--- config.mk ---
export PLATFORM = sky130hd
export DESIGN_NAME = bmp_pixel_row_unpacker_flat
export DESIGN_NICKNAME = d
export VERILOG_FILES = /design/src/hdl/bpru_pkg.sv /design/src/hdl/bpru_if.sv /design/src/hdl/bpru_out_fifo.sv /design/src/hdl/bmp_pixel_row_unpacker.sv /design/src/flat_wrapper.sv
export SDC_FILE = /design/constraint.sdc
export NUM_CORES = 1
export LEC_CHECK = 0
export BUFFER_PORTS_ARGS = -buffer_cell sky130_fd_sc_hd__buf_4
export CORE_ASPECT_RATIO = 1.2
export CORE_MARGIN = 2
export CORE_UTILIZATION = 29
export CTS_CLUSTER_DIAMETER = 80
export CTS_CLUSTER_SIZE = 12
export DETAILED_ROUTE_END_ITERATION = 16
export GPL_ROUTABILITY_DRIVEN = 0
export PLACE_DENSITY = 0.52
export SETUP_SLACK_MARGIN = 0.02
export SLEW_MARGIN = 20
export SYNTH_ARGS = -nofsm -noshare
export SYNTH_HDL_FRONTEND = slang
export SYNTH_SLANG_ARGS = --single-unit
export TNS_END_PERCENT = 1
--- constraint.sdc ---
create_clock -name clk -period 27.8 [get_ports clk]
set_clock_uncertainty 0.2 [all_clocks]
set_input_delay 1.39 -clock clk [delete_from_list [all_inputs] [get_ports clk]]
set_output_delay 1.39 -clock clk [all_outputs]
set_load 0.005 [all_outputs]
--- src/hdl/bpru_pkg.sv ---
// bpru_pkg: shared types and constants for the bitmap pixel row unpacker
// no dependencies; used by the interfaces, the output buffer and the top level

package bpru_pkg;

  // configuration register field widths
  localparam int SIZE_W     = 13;
  localparam int CFG_ADDR_W = 8;
  localparam int INDEX_W    = 24;

  // configuration register indexes
  localparam logic [CFG_ADDR_W-1:0] REG_IMAGE_WIDTH  = 8'd0;
  localparam logic [CFG_ADDR_W-1:0] REG_IMAGE_HEIGHT = 8'd1;
  localparam logic [CFG_ADDR_W-1:0] REG_TOP_DOWN     = 8'd2;
  localparam logic [CFG_ADDR_W-1:0] REG_PIXEL_FORMAT = 8'd3;

  // pixel format codes
  localparam logic FMT_BPP24 = 1'b0;
  localparam logic FMT_BPP32 = 1'b1;

  // byte position of the final byte of a pixel in each format
  localparam logic [1:0] LAST_BYTE_BPP24 = 2'd2;
  localparam logic [1:0] LAST_BYTE_BPP32 = 2'd3;

  // alpha value filled in for 24-bit pixels
  localparam logic [7:0] OPAQUE = 8'hFF;

  // one finished pixel
  typedef struct packed {
    logic [7:0]         slot_zero;
    logic [7:0]         slot_one;
    logic [7:0]         slot_two;
    logic [7:0]         slot_three;
    logic [INDEX_W-1:0] out_index;
    logic               last_pixel;
  } pixel_t;

endpackage

--- src/hdl/bpru_if.sv ---
// bpru_if: valid/ready channel interfaces of the bitmap pixel row unpacker
// depends on bpru_pkg for field widths

// raw pixel-array bytes, one byte per beat
interface bpru_byte_if;
  logic       valid;
  logic       ready;
  logic [7:0] data_byte;

  modport source (output valid, output data_byte, input ready);
  modport sink   (input valid, input data_byte, output ready);
endinterface

// finished pixels, one pixel per beat
interface bpru_pixel_if;
  logic                        valid;
  logic                        ready;
  logic [7:0]                  slot_zero;
  logic [7:0]                  slot_one;
  logic [7:0]                  slot_two;
  logic [7:0]                  slot_three;
  logic [bpru_pkg::INDEX_W-1:0] out_index;
  logic                        last_pixel;

  modport source (output valid, output slot_zero, output slot_one, output slot_two,
                  output slot_three, output out_index, output last_pixel, input ready);
  modport sink   (input valid, input slot_zero, input slot_one, input slot_two,
                  input slot_three, input out_index, input last_pixel, output ready);
endinterface

// configuration register writes
interface bpru_cfg_if;
  logic                            valid;
  logic                            ready;
  logic [bpru_pkg::CFG_ADDR_W-1:0] index;
  logic [bpru_pkg::SIZE_W-1:0]     data;

  modport source (output valid, output index, output data, input ready);
  modport sink   (input valid, input index, input data, output ready);
endinterface

--- src/hdl/bpru_out_fifo.sv ---
// bpru_out_fifo: two-entry pixel buffer driving the output channel
// depends on bpru_pkg (pixel_t) and bpru_pixel_if

module bpru_out_fifo (
  input  logic             clk,
  input  logic             rst,
  input  logic             push,
  input  bpru_pkg::pixel_t push_data,
  output logic             full,
  bpru_pixel_if.source     pixels
);

  bpru_pkg::pixel_t entries [2];
  logic             wr_ptr;
  logic             rd_ptr;
  logic [1:0]       count;
  logic             pop;

  assign pop  = pixels.valid && pixels.ready;
  assign full = (count == 2'd2);

  // storage, written at the tail
  always_ff @(posedge clk) begin
    if (push) begin
      entries[wr_ptr] <= push_data;
    end
  end

  // pointers and fill level
  always_ff @(posedge clk) begin
    if (rst) begin
      wr_ptr <= 1'b0;
      rd_ptr <= 1'b0;
      count  <= 2'd0;
    end else begin
      if (push) begin
        wr_ptr <= ~wr_ptr;
      end
      if (pop) begin
        rd_ptr <= ~rd_ptr;
      end
      unique case ({push, pop})
        2'b10:   count <= count + 2'd1;
        2'b01:   count <= count - 2'd1;
        default: count <= count;
      endcase
    end
  end

  // head entry to the channel
  assign pixels.valid      = (count != 2'd0);
  assign pixels.slot_zero  = entries[rd_ptr].slot_zero;
  assign pixels.slot_one   = entries[rd_ptr].slot_one;
  assign pixels.slot_two   = entries[rd_ptr].slot_two;
  assign pixels.slot_three = entries[rd_ptr].slot_three;
  assign pixels.out_index  = entries[rd_ptr].out_index;
  assign pixels.last_pixel = entries[rd_ptr].last_pixel;

endmodule

--- src/hdl/bmp_pixel_row_unpacker.sv ---
// bmp_pixel_row_unpacker: bitmap pixel-array byte stream to indexed four-byte pixels
// depends on bpru_pkg, bpru_if (byte, pixel and cfg interfaces) and bpru_out_fifo
//
// Usage:
//   cfg    - register writes (index, data): image_width, image_height, top_down,
//            pixel_format. Always ready; write only while the block is idle.
//   bytes  - raw pixel-array bytes in file order, one byte per beat, row padding
//            included. 24-bit pixels take three beats, 32-bit pixels four.
//   pixels - one beat per completed pixel: four slots, its top-down row-major
//            out_index and last_pixel on the final pixel of the frame.
// Throughput is one byte per cycle while the output buffer has room. A byte is held
// in the input register, is decoded by a single pass of logic (one 13x13 multiply
// and a 24-bit add for the index) and is written to a two-entry output buffer,
// from which the pixel that the byte completes is offered on pixels.
// When the receiver stalls, the output buffer absorbs two pixels, after which
// the input register holds and bytes.ready drops until a pixel is taken.
// Reset (synchronous) empties the buffer, clears all counters and sets the
// registers to width 1, height 1, bottom-up rows, 24-bit pixels.

module bmp_pixel_row_unpacker #(
  parameter int MAX_WIDTH  = 4096,
  parameter int MAX_HEIGHT = 4096
) (
  input  logic         clk,
  input  logic         rst,
  bpru_cfg_if.sink     cfg,
  bpru_byte_if.sink    bytes,
  bpru_pixel_if.source pixels
);

  localparam int SW     = bpru_pkg::SIZE_W;
  localparam int COL_W  = (MAX_WIDTH > 1) ? $clog2(MAX_WIDTH) : 1;
  localparam int ROW_W  = (MAX_HEIGHT > 1) ? $clog2(MAX_HEIGHT) : 1;
  localparam int CNT_W  = (COL_W > ROW_W) ? COL_W : ROW_W;
  localparam int CMP_W  = ((CNT_W > SW) ? CNT_W : SW) + 1;
  localparam int PROD_W = 2 * SW;
  localparam logic [SW-1:0] SIZE_ALL = {SW{1'b1}};
  localparam logic [SW-1:0] WIDTH_CAP  = (MAX_WIDTH > int'(SIZE_ALL)) ? SIZE_ALL
                                                                      : SW'(MAX_WIDTH);
  localparam logic [SW-1:0] HEIGHT_CAP = (MAX_HEIGHT > int'(SIZE_ALL)) ? SIZE_ALL
                                                                       : SW'(MAX_HEIGHT);

  // configuration registers
  logic [SW-1:0] image_width;
  logic [SW-1:0] image_height;
  logic          top_down;
  logic          pixel_format;

  // input register
  logic       in_valid;
  logic [7:0] in_byte;
  logic       advance;
  logic       fifo_full;

  // decode state
  logic [1:0]       byte_position, byte_position_next;
  logic [COL_W-1:0] column_count, column_count_next;
  logic [ROW_W-1:0] row_count, row_count_next;
  logic [1:0]       padding_left, padding_left_next;
  logic [23:0]      held_bytes, held_bytes_next;

  // decode datapath
  logic [SW-1:0]     w_eff, h_eff;
  logic [1:0]        last_byte;
  logic              pad_drop;
  logic              complete;
  logic [CMP_W-1:0]  col_wide, row_wide, w_wide, h_wide;
  logic              col_last, row_last;
  logic [SW-1:0]     col_idx, row_idx, out_row;
  logic [PROD_W-1:0] row_product;
  logic              push;
  bpru_pkg::pixel_t  result;

  // configuration writes; indexes past the list are ignored
  assign cfg.ready = 1'b1;

  always_ff @(posedge clk) begin
    if (rst) begin
      image_width  <= SW'(1);
      image_height <= SW'(1);
      top_down     <= 1'b0;
      pixel_format <= bpru_pkg::FMT_BPP24;
    end else if (cfg.valid) begin
      unique case (cfg.index)
        bpru_pkg::REG_IMAGE_WIDTH:  image_width  <= cfg.data;
        bpru_pkg::REG_IMAGE_HEIGHT: image_height <= cfg.data;
        bpru_pkg::REG_TOP_DOWN:     top_down     <= cfg.data[0];
        bpru_pkg::REG_PIXEL_FORMAT: pixel_format <= cfg.data[0];
        default: ;
      endcase
    end
  end

  // input register, drains whenever the output buffer has room
  assign advance     = in_valid && !fifo_full;
  assign bytes.ready = !in_valid || advance;

  always_ff @(posedge clk) begin
    if (rst) begin
      in_valid <= 1'b0;
    end else if (bytes.ready) begin
      in_valid <= bytes.valid;
    end
  end

  always_ff @(posedge clk) begin
    if (bytes.valid && bytes.ready) begin
      in_byte <= bytes.data_byte;
    end
  end

  // effective sizes: zero reads as one, capped at the maximum
  always_comb begin
    if (image_width == '0) begin
      w_eff = SW'(1);
    end else if (image_width > WIDTH_CAP) begin
      w_eff = WIDTH_CAP;
    end else begin
      w_eff = image_width;
    end
    if (image_height == '0) begin
      h_eff = SW'(1);
    end else if (image_height > HEIGHT_CAP) begin
      h_eff = HEIGHT_CAP;
    end else begin
      h_eff = image_height;
    end
  end

  // byte classification
  assign last_byte = (pixel_format == bpru_pkg::FMT_BPP32) ? bpru_pkg::LAST_BYTE_BPP32
                                                           : bpru_pkg::LAST_BYTE_BPP24;
  assign pad_drop  = (padding_left != 2'd0);
  assign complete  = !pad_drop && (byte_position >= last_byte);

  // position compares, counters past the current size clamp to the last line
  assign col_wide = CMP_W'(column_count);
  assign row_wide = CMP_W'(row_count);
  assign w_wide   = CMP_W'(w_eff);
  assign h_wide   = CMP_W'(h_eff);
  assign col_last = (col_wide >= w_wide - CMP_W'(1));
  assign row_last = (row_wide >= h_wide - CMP_W'(1));
  assign col_idx  = (col_wide < w_wide) ? col_wide[SW-1:0] : w_eff - SW'(1);
  assign row_idx  = (row_wide < h_wide) ? row_wide[SW-1:0] : h_eff - SW'(1);

  // output index: row (mirrored for bottom-up images) times width plus column
  assign out_row     = top_down ? row_idx : (h_eff - SW'(1) - row_idx);
  assign row_product = PROD_W'(out_row) * PROD_W'(w_eff);

  always_comb begin
    if (pixel_format == bpru_pkg::FMT_BPP32) begin
      result.slot_zero = held_bytes[7:0];
      result.slot_one  = held_bytes[15:8];
      result.slot_two  = held_bytes[23:16];
    end else begin
      result.slot_zero = bpru_pkg::OPAQUE;
      result.slot_one  = held_bytes[7:0];
      result.slot_two  = held_bytes[15:8];
    end
    result.slot_three = in_byte;
    result.out_index  = row_product[bpru_pkg::INDEX_W-1:0]
                        + bpru_pkg::INDEX_W'(col_idx);
    result.last_pixel = col_last && row_last;
  end

  assign push = advance && complete;

  // next decode state
  always_comb begin
    byte_position_next = byte_position;
    column_count_next  = column_count;
    row_count_next     = row_count;
    padding_left_next  = padding_left;
    held_bytes_next    = held_bytes;
    if (advance) begin
      if (pad_drop) begin
        padding_left_next = padding_left - 2'd1;
      end else if (!complete) begin
        unique case (byte_position)
          2'd0:    held_bytes_next[7:0]   = held_bytes[7:0] | in_byte;
          2'd1:    held_bytes_next[15:8]  = held_bytes[15:8] | in_byte;
          2'd2:    held_bytes_next[23:16] = held_bytes[23:16] | in_byte;
          default: held_bytes_next = held_bytes;
        endcase
        byte_position_next = byte_position + 2'd1;
      end else begin
        byte_position_next = 2'd0;
        held_bytes_next    = '0;
        if (col_last) begin
          column_count_next = '0;
          padding_left_next = (pixel_format == bpru_pkg::FMT_BPP32) ? 2'd0 : w_eff[1:0];
          row_count_next    = row_last ? '0 : row_count + ROW_W'(1);
        end else begin
          column_count_next = column_count + COL_W'(1);
        end
      end
    end
  end

  always_ff @(posedge clk) begin
    if (rst) begin
      byte_position <= '0;
      column_count  <= '0;
      row_count     <= '0;
      padding_left  <= '0;
      held_bytes    <= '0;
    end else begin
      byte_position <= byte_position_next;
      column_count  <= column_count_next;
      row_count     <= row_count_next;
      padding_left  <= padding_left_next;
      held_bytes    <= held_bytes_next;
    end
  end

  // output buffer
  bpru_out_fifo u_out_fifo (
    .clk       (clk),
    .rst       (rst),
    .push      (push),
    .push_data (result),
    .full      (fifo_full),
    .pixels    (pixels)
  );

  // padding is only ever dropped between pixels
  a_pad_between_pixels: assert property (@(posedge clk) disable iff (rst)
    padding_left != 2'd0 |-> byte_position == 2'd0)
    else $error("row padding pending in the middle of a pixel");

  // a dropped pad byte leaves the pixel assembly alone
  a_pad_keeps_position: assert property (@(posedge clk) disable iff (rst)
    advance && pad_drop |=> byte_position == $past(byte_position)
                            && held_bytes == $past(held_bytes))
    else $error("pad byte disturbed pixel assembly");

  // the final pixel of a frame restarts the counters
  a_frame_restart: assert property (@(posedge clk) disable iff (rst)
    push && result.last_pixel |=> row_count == '0 && column_count == '0
                                  && byte_position == 2'd0)
    else $error("counters not restarted after last pixel");

endmodule
--- src/flat_wrapper.sv ---
// flat-port wrapper written by rule: the top's interface ports become plain ports
module bmp_pixel_row_unpacker_flat 
#(
  parameter int MAX_WIDTH  = 4096,
  parameter int MAX_HEIGHT = 4096
)
  (clk, rst, cfg_valid, cfg_index, cfg_data, cfg_ready, bytes_valid, bytes_data_byte, bytes_ready, pixels_valid, pixels_slot_zero, pixels_slot_one, pixels_slot_two, pixels_slot_three, pixels_out_index, pixels_last_pixel, pixels_ready);
  bpru_cfg_if cfg_i ();
  bpru_byte_if bytes_i ();
  bpru_pixel_if pixels_i ();
  input  logic clk;
  input  logic rst;
  input wire logic [$bits(cfg_i.valid)-1:0] cfg_valid;
  input wire logic [$bits(cfg_i.index)-1:0] cfg_index;
  input wire logic [$bits(cfg_i.data)-1:0] cfg_data;
  output wire logic [$bits(cfg_i.ready)-1:0] cfg_ready;
  input wire logic [$bits(bytes_i.valid)-1:0] bytes_valid;
  input wire logic [$bits(bytes_i.data_byte)-1:0] bytes_data_byte;
  output wire logic [$bits(bytes_i.ready)-1:0] bytes_ready;
  output wire logic [$bits(pixels_i.valid)-1:0] pixels_valid;
  output wire logic [$bits(pixels_i.slot_zero)-1:0] pixels_slot_zero;
  output wire logic [$bits(pixels_i.slot_one)-1:0] pixels_slot_one;
  output wire logic [$bits(pixels_i.slot_two)-1:0] pixels_slot_two;
  output wire logic [$bits(pixels_i.slot_three)-1:0] pixels_slot_three;
  output wire logic [$bits(pixels_i.out_index)-1:0] pixels_out_index;
  output wire logic [$bits(pixels_i.last_pixel)-1:0] pixels_last_pixel;
  input wire logic [$bits(pixels_i.ready)-1:0] pixels_ready;
  assign cfg_i.valid = cfg_valid;
  assign cfg_i.index = cfg_index;
  assign cfg_i.data = cfg_data;
  assign cfg_ready = cfg_i.ready;
  assign bytes_i.valid = bytes_valid;
  assign bytes_i.data_byte = bytes_data_byte;
  assign bytes_ready = bytes_i.ready;
  assign pixels_valid = pixels_i.valid;
  assign pixels_slot_zero = pixels_i.slot_zero;
  assign pixels_slot_one = pixels_i.slot_one;
  assign pixels_slot_two = pixels_i.slot_two;
  assign pixels_slot_three = pixels_i.slot_three;
  assign pixels_out_index = pixels_i.out_index;
  assign pixels_last_pixel = pixels_i.last_pixel;
  assign pixels_i.ready = pixels_ready;
  bmp_pixel_row_unpacker #(.MAX_WIDTH(MAX_WIDTH), .MAX_HEIGHT(MAX_HEIGHT)) u_core (.clk(clk), .rst(rst), .cfg(cfg_i), .bytes(bytes_i), .pixels(pixels_i));
endmodule
==> summary.log, run 1 <==
qor: timing.timing.slew.headroom 25.4%
qor: layout.diode_count 0
qor: drt.post_drt_wl_per_cell 16.4 um
qor: layout.final_area 18400 um2
qor: layout.layout_common_cells 227 x sky130_fd_sc_hd__nor2_1, 221 x sky130_fd_sc_hd__inv_1, 148 x sky130_fd_sc_hd__ha_1
qor: critical_path.crit_path_start_kind flop
qor: yosys.yosys_register_bits 208
qor: timing.tns 0 ns
qor: timing.max_freq 0.0861 GHz
qor: timing.grt_setup_unrepaired no
qor: critical_path.path_delay_family adder cells
qor: power_and_ir_drop.totalPowerFinal 0.638 mW
qor: yosys.synth_area_per_cell 9.94 um2
qor: clock_network.cts-resized-gates 0
qor: global_routing.first_pass_grt_wire_length 65.2 mm
qor: drt.remaining_drc_errors 0
qor: yosys.synth.net_count 1944
qor: clock_network.clk-insertion-delay-late 0.55 ns
qor: critical_path.setup.worst_path.end_class flop
qor: global_routing.vias_in_the_first_global_route 12242
qor: timing.finalCriticalPeriod 11.61 ns
qor: timing.slew_limit_fails 0
qor: clock_network.cts.root.buffer_cell sky130_fd_sc_hd__clkbuf_16
qor: floorplan.start_util 29.5%
qor: critical_path.critical_path_required 27.88 ns
qor: layout.stdcell_count 2446
qor: timing.final.period_utilization 41.8%
qor: drt.drt_first_pass_iters 5
qor: yosys.cell_area_after_synthesis 16200 um2
qor: layout.layout.nets 2022
qor: yosys.synthFlopType sky130_fd_sc_hd__edfxtp_1
qor: clock_network.postCtsSetupBuffers 0
qor: run_status.status finished clean
qor: floorplan.horizontal_die_dimension 220 um
qor: yosys.synth-warning-count 0
qor: global_routing.grt_use_met1 16.9%
qor: critical_path.timing.critical_path.mode_cell sky130_fd_sc_hd__fa_1
qor: yosys.synth-async-reset-ratio 0%
qor: global_routing.antenna_found_initial 0
qor: critical_path.crit_path_max_fanout 24
qor: critical_path.timing.critical_path.arrival 11.70 ns
qor: power_and_ir_drop.power_leakage 8.03 nW
qor: critical_path.critPathMaxStageDelay 0.91 ns
qor: layout.fin_util 33.4%
qor: global_routing.global_route.usage.met2 25.6%
qor: run.maxCapViolCount 0
qor: global_routing.grt_start_max_net_pins 58
qor: critical_path.critPathKind flop to flop
qor: placed_design.dp_cells 2406
qor: critical_path.crit_slowest_cell sky130_fd_sc_hd__o41ai_1
qor: drt.detail_route.iter0.violations 647
qor: critical_path.worst-path-buf-inv 5
qor: power_and_ir_drop.powerDensity 34.7 nW/um2
qor: drt.totalWireLength 40.0 mm
qor: drt.detail_route.vias_per_cell 4.66
qor: yosys.synth_seq_area_share 33.2%
qor: global_routing.groute.layer.met3.usage 1.77%
qor: drt.dr_vias 11393
qor: power_and_ir_drop.ir_drop 0.0000348 V
qor: placed_design.portBuffers 92
qor: clock_network.ctsHtreeMaxLevel 1
qor: yosys.netlist-cell-type-count 64
qor: clock_network.clk_transition_reported_paths 0.06 ns
qor: global_routing.globalRouteTotalUtil 14.2%
qor: clock_network.cts_hold_repair.buffers 0
qor: timing.final_hold_viol_count 0
qor: floorplan.design.portCount 94
qor: timing.setup_violations 0
qor: clock_network.tritoncts yes
qor: clock_network.tritoncts_num_sinks 208
qor: timing.tightestPinTransition 1.10 ns
qor: floorplan.design.die.area 57900 um2
qor: placed_design.placement.cell_area 17700 um2
qor: layout.layout.cells.most_common sky130_fd_sc_hd__nor2_1
qor: yosys.synth_enable_flop_cells 122
qor: global_routing.grt_overflow 0
qor: global_routing.grt_busiest_layer met2
qor: yosys.synth_cells 1632
qor: clock_network.cts_made_buffers 22
qor: floorplan.floorplan.die.height 263 um
qor: drt.post_drt_antenna_nets 0
qor: layout.area_delta_synth_final 13.4%
qor: floorplan.floorplan.core_area 55000 um2
qor: clock_network.cts.path.max_buffers 3
qor: layout.n_fill_cell 5637
qor: min_path.worst_hold_path_type flop to flop
qor: floorplan.row_count 94
qor: layout.share_of_final_layout_standard_cells_stronger_than_drive_strength_1 14.0%
qor: placed_design.detailedPlacementHpwl 30.9 mm
layer usage:
layer | wire [um] | part of all wire [%]
met2 | 20300 | 51
met1 | 16900 | 42
met3 | 1310 | 3.3
met4 | 1550 | 3.9
met5 | 0 | 0
state kept, by name (all words and copies together) (netlist names), 2 cells and up, named ones only:
signal and flops:
u_core.padding_left 2, u_core.in_byte 8, u_core.held_bytes 24, u_core.row_count 12, u_core.image_height 13, u_core.image_width 13
u_core.column_count 12, u_core.u_out_fifo.entries 114, u_core.byte_position 2, u_core.u_out_fifo.count 2
area by class of cell:
type / instances / area (um2) / share of cell area [%]
repair buffers: 107 / 803 / 4.37
flip-flops and latches: 208 / 5390 / 29.3
clock buffers: 37 / 627 / 3.41
clock inverters: 3 / 50.0 / 0.272
inverters: 225 / 845 / 4.59
multi-input cells: 1146 / 9780 / 53.2
well taps: 720 / 901 / 4.90
synth_stat cells, drive strengths merged (2+ instances only):
| cell | n | area (um2) |
|---|---|---|
| fa | 130 | 2600 |
| o41ai | 2 | 17.5 |
| and2 | 2 | 12.5 |
| o211a | 2 | 20.0 |
| mux2 | 89 | 1000 |
| a211oi | 4 | 30.0 |
| xor2 | 20 | 175 |
| a211o | 4 | 35.0 |
| and3 | 4 | 25.0 |
| a41oi | 3 | 26.3 |
| nand3b | 3 | 22.5 |
| nor3 | 20 | 105 |
| or3 | 9 | 56.3 |
| nand3 | 23 | 120 |
| a31oi | 6 | 37.5 |
| or2 | 2 | 12.5 |
| o22ai | 3 | 31.3 |
| a21o | 14 | 105 |
| nor2 | 229 | 867 |
| o21bai | 4 | 30.0 |
| o221ai | 2 | 17.5 |
| o21a | 21 | 158 |
| nor4 | 5 | 46.3 |
| nor2b | 14 | 87.6 |
| mux2i | 39 | 403 |
| dfxtp | 86 | 1720 |
| buf | 12 | 67.6 |
| nand2b | 20 | 125 |
| xnor2 | 51 | 447 |
| ha | 148 | 1850 |
| inv | 224 | 841 |
| o21ai | 34 | 170 |
| clkbuf | 41 | 154 |
| nand2 | 123 | 462 |
| o211ai | 4 | 30.0 |
| or4 | 3 | 26.3 |
| a21oi | 81 | 405 |
| nand4 | 15 | 93.8 |
| edfxtp | 122 | 3660 |
| o31ai | 2 | 15.0 |
through the flow:
stage	worst slack (ns)	hold WS (ns)
finish	16.19	0.267
global route	15.23	0.277
CTS	16.18	0.264
detailed placement	16.21	0.249
global placement	16.55	0.244
floorplan	17.83	0.231
power by group:
group / internal (mW) / leakage (nW) / total [mW] / switching [mW]
combinational: 0.0121 / 5.81 / 0.0281 / 0.0160
clock: 0.155 / 0.322 / 0.280 / 0.125
sequential: 0.327 / 1.90 / 0.330 / 0.00259
total: 0.495 / 8.03 / 0.638 / 0.144
worst reg2reg max path: cells and delay by family (launching register included):
| kind | cells | cell delay [ns] |
|---|---|---|
| fa+ha+maj | 9 | 3.91 |
| compound gates | 14 | 3.79 |
| buf+inv | 5 | 0.34 |
| flops | 1 | 0.36 |
| mux | 1 | 0.45 |
| xor+xnor | 2 | 0.24 |
| simple gates | 10 | 2.02 |
cell families (layout without fill, tap and decap cells):
group / after synthesis / count (layout) / share of synthesized area [%]
flip-flops: 208 / 208 / 33.2
AND/OR/NAND/NOR: 475 / 475 / 12.9
multiplexers: 128 / 128 / 8.66
AO/OA/AOI/OAI: 193 / 193 / 7.35
buffers and inverters: 278 / 372 / 6.57
XOR/XNOR: 71 / 71 / 3.83
adder cells (fa/ha/maj): 278 / 278 / 27.5
other: 1 / 1 / 0.0231
worst paths after layout:
kind	from	to	slack (ns)	depth (start not counted)
hold / removal	u_core.held_bytes[21]$_SDFFE_PP0P_	u_core.held_bytes[21]$_SDFFE_PP0P_	0.27	2
setup reg to reg	u_core.image_height[9]$_SDFFE_PP0P_	u_core.u_out_fifo.entries[1][24]$_DFFE_PP_	16.19	41
setup / recovery	u_core.image_height[9]$_SDFFE_PP0P_	u_core.u_out_fifo.entries[1][24]$_DFFE_PP_	16.19	41
hold reg to reg	u_core.held_bytes[21]$_SDFFE_PP0P_	u_core.held_bytes[21]$_SDFFE_PP0P_	0.27	2
Power figures use the tool's default switching activity.
==> run 2: changes to the inputs <==
--- a/config.mk
+++ b/config.mk
@@ -5,6 +5,7 @@
 export SDC_FILE = /design/constraint.sdc
 export NUM_CORES = 1
 export LEC_CHECK = 0
+export ABC_AREA = 1
 export BUFFER_PORTS_ARGS = -buffer_cell sky130_fd_sc_hd__buf_4
 export CORE_ASPECT_RATIO = 1.2
 export CORE_MARGIN = 2
@@ -13,7 +14,7 @@
 export CTS_CLUSTER_SIZE = 12
 export DETAILED_ROUTE_END_ITERATION = 16
 export GPL_ROUTABILITY_DRIVEN = 0
-export PLACE_DENSITY = 0.52
+export PLACE_DENSITY = 0.53
 export SETUP_SLACK_MARGIN = 0.02
 export SLEW_MARGIN = 20
 export SYNTH_ARGS = -nofsm -noshare
==> constraint.sdc (replaced) <==
create_clock -name clk -period 9.6 [get_ports clk]
set_clock_uncertainty 0.2 [all_clocks]
set_input_delay 0.48 -clock clk [delete_from_list [all_inputs] [get_ports clk]]
set_output_delay 0.48 -clock clk [all_outputs]
set_load 0.005 [all_outputs]
==> summary.log, run 2 <==
qor: critical_path.crit_path_max_fanout 5 [-79%]
qor: critical_path.worst_r2r_path_depth 46 [+12%]
qor: global_routing.grt_start_max_net_pins 58 [unchanged]
qor: placed_design.placement.cell_area 18200 um2 [+2.9%]
qor: layout.n_fill_cell 5798 [+2.9%]
qor: drt.post_drt_wl_per_cell 15.9 um [-3.0%]
qor: power_and_ir_drop.power_leakage 8.62 nW [+7.3%]
qor: clock_network.clk-insertion-delay-late 0.52 ns [-0.03 ns]
qor: global_routing.grt_use_met1 17.3% [+0.41 points]
qor: layout.final_area 19100 um2 [+4.0%]
qor: critical_path.critPathKind flop to flop
qor: yosys.synth.most_common_cell sky130_fd_sc_hd__nand2_1
qor: layout.largest_register u_core.u_out_fifo.entries
qor: min_path.hp-start cfg_data[8]
qor: layout.share_of_final_layout_standard_cells_stronger_than_drive_strength_1 15.0% [+1.0 points]
qor: min_path.hold_end u_core.image_height[8]$_SDFFE_PP0P_
qor: yosys.synth-warning-count 0 [unchanged]
qor: clock_network.ctsHtreeMaxLevel 1 [unchanged]
qor: yosys.synth_enable_flop_cells 122 [unchanged]
qor: yosys.cell_area_after_synthesis 16600 um2 [+2.0%]
qor: layout.fin_util 34.0% [+0.62 points]
qor: timing.finalCriticalPeriod 9.10 ns [-2.51 ns]
qor: critical_path.setup.worst_path.end_class flop
qor: floorplan.start_util 29.4% [about the same]
qor: timing.final_hold_viol_count 0 [unchanged]
qor: clock_network.tritoncts_num_sinks 208 [unchanged]
qor: critical_path.regToRegEndpoint u_core.u_out_fifo.entries[0][24]$_DFFE_PP_
qor: timing.timing.slew.headroom 38.8% [+13 points]
qor: timing.setup_violations 0 [unchanged]
qor: power_and_ir_drop.ir_drop 0.0000960 V [+180%]
qor: drt.dr_vias 12867 [+13%]
qor: yosys.synth_area_leader_cell sky130_fd_sc_hd__edfxtp_1
qor: run_status.status finished clean
qor: min_path.worstHoldPathCells 3 [+1]
qor: layout.diode_count 0 [unchanged]
qor: drt.remaining_drc_errors 0 [unchanged]
qor: timing.tns 0 ns [unchanged]
qor: run.maxCapViolCount 0 [unchanged]
qor: yosys.synth_cells 1870 [+15%]
qor: yosys.yosys.area.top_type_share 22.1% [-0.45 points]
qor: global_routing.first_pass_grt_wire_length 70.0 mm [+7.3%]
qor: clock_network.cts_made_buffers 21 [-4.5%]
qor: timing.tightestPinTransition 0.913 ns [-0.192 ns]
qor: power_and_ir_drop.powerDensity 100 nW/um2 [+190%]
qor: drt.detail_route.vias_per_cell 4.71 [+1.1%]
qor: critical_path.path_delay_family adder cells
qor: drt.drt_first_pass_iters 5 [unchanged]
qor: clock_network.cts.root.buffer_cell sky130_fd_sc_hd__clkbuf_16
qor: floorplan.floorplan.core_area 56200 um2 [+2.1%]
qor: critical_path.minimum_setup_slack_among_reg_to_reg_paths 0.50 ns [-15.69 ns]
qor: critical_path.crit_slowest_cell sky130_fd_sc_hd__fa_1
qor: yosys.synth_seq_area_share 32.5% [-0.66 points]
qor: drt.totalWireLength 43.4 mm [+8.4%]
qor: floorplan.design.portCount 94 [unchanged]
qor: layout.largest_register_ff_count 114 [unchanged]
qor: layout.layout.nets 2302 [+14%]
qor: drt.post_drt_antenna_nets 0 [unchanged]
qor: timing.fin_worst_hold_slack 0.0490 ns [-0.218 ns]
qor: yosys.synthTopCellsByArea sky130_fd_sc_hd__edfxtp_1 22%, sky130_fd_sc_hd__fa_1 16%, sky130_fd_sc_hd__ha_1 11%
qor: layout.layout.cells.most_common sky130_fd_sc_hd__nand2_1
qor: timing.final.period_utilization 94.8% [+53 points]
qor: yosys.synth.net_count 2182 [+12%]
qor: min_path.worst_hold_path_type input port to flop
qor: placed_design.portBuffers 92 [unchanged]
qor: global_routing.groute.layer.met3.usage 1.61% [-0.16 points]
qor: yosys.synth_area_per_cell 8.85 um2 [-11%]
qor: yosys.synth.cells.most_frequent 314 x sky130_fd_sc_hd__nand2_1, 299 x sky130_fd_sc_hd__inv_1, 181 x sky130_fd_sc_hd__nor2_1, 148 x sky130_fd_sc_hd__ha_1, 133 x sky130_fd_sc_hd__a21oi_1
qor: yosys.netlist-cell-type-count 49 [-23%]
qor: layout.reg_top3 u_core.u_out_fifo.entries x114, u_core.held_bytes x24
qor: yosys.synth-async-reset-ratio 0% [unchanged]
qor: yosys.synthFlopType sky130_fd_sc_hd__edfxtp_1
qor: layout.layout_common_cells 308 x sky130_fd_sc_hd__nand2_1, 299 x sky130_fd_sc_hd__inv_1, 176 x sky130_fd_sc_hd__nor2_1
qor: global_routing.vias_in_the_first_global_route 13294 [+8.6%]
qor: global_routing.grt_overflow 0 [unchanged]
qor: critical_path.crit_path_start_kind flop
qor: global_routing.global_route.usage.met2 26.9% [+1.3 points]
qor: floorplan.horizontal_die_dimension 222 um [+1.0%]
qor: power_and_ir_drop.totalPowerFinal 1.92 mW [+200%]
qor: timing.max_freq 0.110 GHz [+28%]
qor: global_routing.globalRouteTotalUtil 14.7% [+0.53 points]
qor: global_routing.grt_busiest_layer met2
qor: critical_path.setup_crit_start u_core.image_height[5]$_SDFFE_PP0P_
qor: timing.slew_limit_fails 0 [unchanged]
qor: clock_network.cts.path.max_buffers 3 [unchanged]
qor: drt.detail_route.iter0.violations 750 [+16%]
qor: clock_network.clk_transition_reported_paths 0.06 ns [about the same]
qor: placed_design.detailedPlacementHpwl 33.9 mm [+9.5%]
qor: floorplan.design.die.area 59000 um2 [+2.0%]
qor: critical_path.worst-path-buf-inv 7 [+2]
qor: floorplan.row_count 95 [+1.1%]
qor: layout.area_delta_synth_final 15.6%
qor: yosys.yosys_register_bits 208 [unchanged]
qor: critical_path.reg2reg_from u_core.image_height[5]$_SDFFE_PP0P_
qor: floorplan.floorplan.die.height 266 um [+1.0%]
qor: critical_path.critPathMaxStageDelay 0.55 ns [-0.36 ns]
qor: critical_path.timing.critical_path.arrival 9.17 ns [-2.53 ns]
qor: critical_path.critical_path_required 9.68 ns [-18.20 ns]
qor: global_routing.antenna_found_initial 0 [unchanged]
qor: clock_network.tritoncts yes
run 2: changes by cell type in the layout (fill, tap and decap cells not counted), moves of 35 or more:
cell | previous run | this run
sky130_fd_sc_hd__a21oi_1 | 81 | 126
sky130_fd_sc_hd__inv_1 | 221 | 299
sky130_fd_sc_hd__mux2i_1 | 38 | 1
sky130_fd_sc_hd__nand2_1 | 123 | 308
sky130_fd_sc_hd__nor2_1 | 227 | 176
sky130_fd_sc_hd__o21ai_0 | 30 | 96
sky130_fd_sc_hd__xnor2_1 | 51 | 16
run 2: what timing repair did:
item	in CTS	in global routing
resized for setup	0	43
pin swaps	1	17
endpoints found under the hold margin	8	0
hold buffers	8	0
cloned	0	1
endpoints found under the setup margin	6	28
buffers inserted	2	6
run 2: worst max-delay path by stage:
stage | to | slack (ns) | depth (start not counted)
3_3_place_gp | u_core.u_out_fifo.entries[0][23]$_DFFE_PP_ | 0.14 | 43
4_1_cts | u_core.u_out_fifo.entries[1][24]$_DFFE_PP_ | 0.01 | 44
2_1_floorplan | u_core.u_out_fifo.entries[0][23]$_DFFE_PP_ | 0.68 | 44
3_5_place_dp | u_core.u_out_fifo.entries[0][23]$_DFFE_PP_ | -0.004 | 43
6_report | u_core.u_out_fifo.entries[0][24]$_DFFE_PP_ | 0.50 | 46
5_1_grt | u_core.u_out_fifo.entries[0][23]$_DFFE_PP_ | -0.04 | 46
run 2: worst register-to-register path: cells and delay by family (launching register included):
family / cells / cell delay [ns]
AO/OA/AOI/OAI: 8 / 1.40
adder cells (fa/ha/maj): 10 / 4.25
buffers and inverters: 7 / 0.40
flip-flops: 1 / 0.34
AND/OR/NAND/NOR: 21 / 2.27
run 2: stage by stage:
step | setup slack [ns] | std cells
after floorplan | 0.684 | 1870
after global placement | 0.144 | 2677
after detailed placement | -0.00447 | 2677
after CTS | 0.0112 | 2725
after global routing | -0.0406 | 2732
final | 0.503 | 2732
run 2: power breakdown:
group          switching [mW]  leakage [nW]  internal, mW
combinational           0.117          6.54        0.0815
clock                   0.339         0.286         0.412
sequential            0.00810          1.80         0.958
total                   0.464          8.62          1.45
run 2: cell type report:
type | instances | area [um2] | share of cell area [%]
multi-input combinational | 1305 | 9970 | 52.1
timing repair buffer | 144 | 1100 | 5.77
inverter | 310 | 1160 | 6.08
clock buffer | 36 | 582 | 3.04
clock inverter | 2 | 17.5 | 0.0916
tap | 727 | 910 | 4.75
sequential | 208 | 5390 | 28.2
run 2: cell families (layout without fill, tap and decap cells):
logic type | after synthesis | count (layout) | synth area share [%]
AND/OR/NAND/NOR | 626 | 627 | 15.9
buffers and inverters | 358 | 492 | 8.35
flip-flops | 208 | 208 | 32.5
AO/OA/AOI/OAI | 282 | 282 | 9.18
other | 1 | 1 | 0.0227
adder cells (fa/ha/maj) | 278 | 278 | 26.9
XOR/XNOR | 59 | 59 | 3.12
multiplexers | 58 | 58 | 3.94
run 2: routing by layer:
metal | vias to the layer above | share of wire (%)
met2 | 327 | 50
met5 | - | 0
met4 | 0 | 5.0
met1 | 6137 | 42
li1 | 6293 | -
met3 | 110 | 3.6
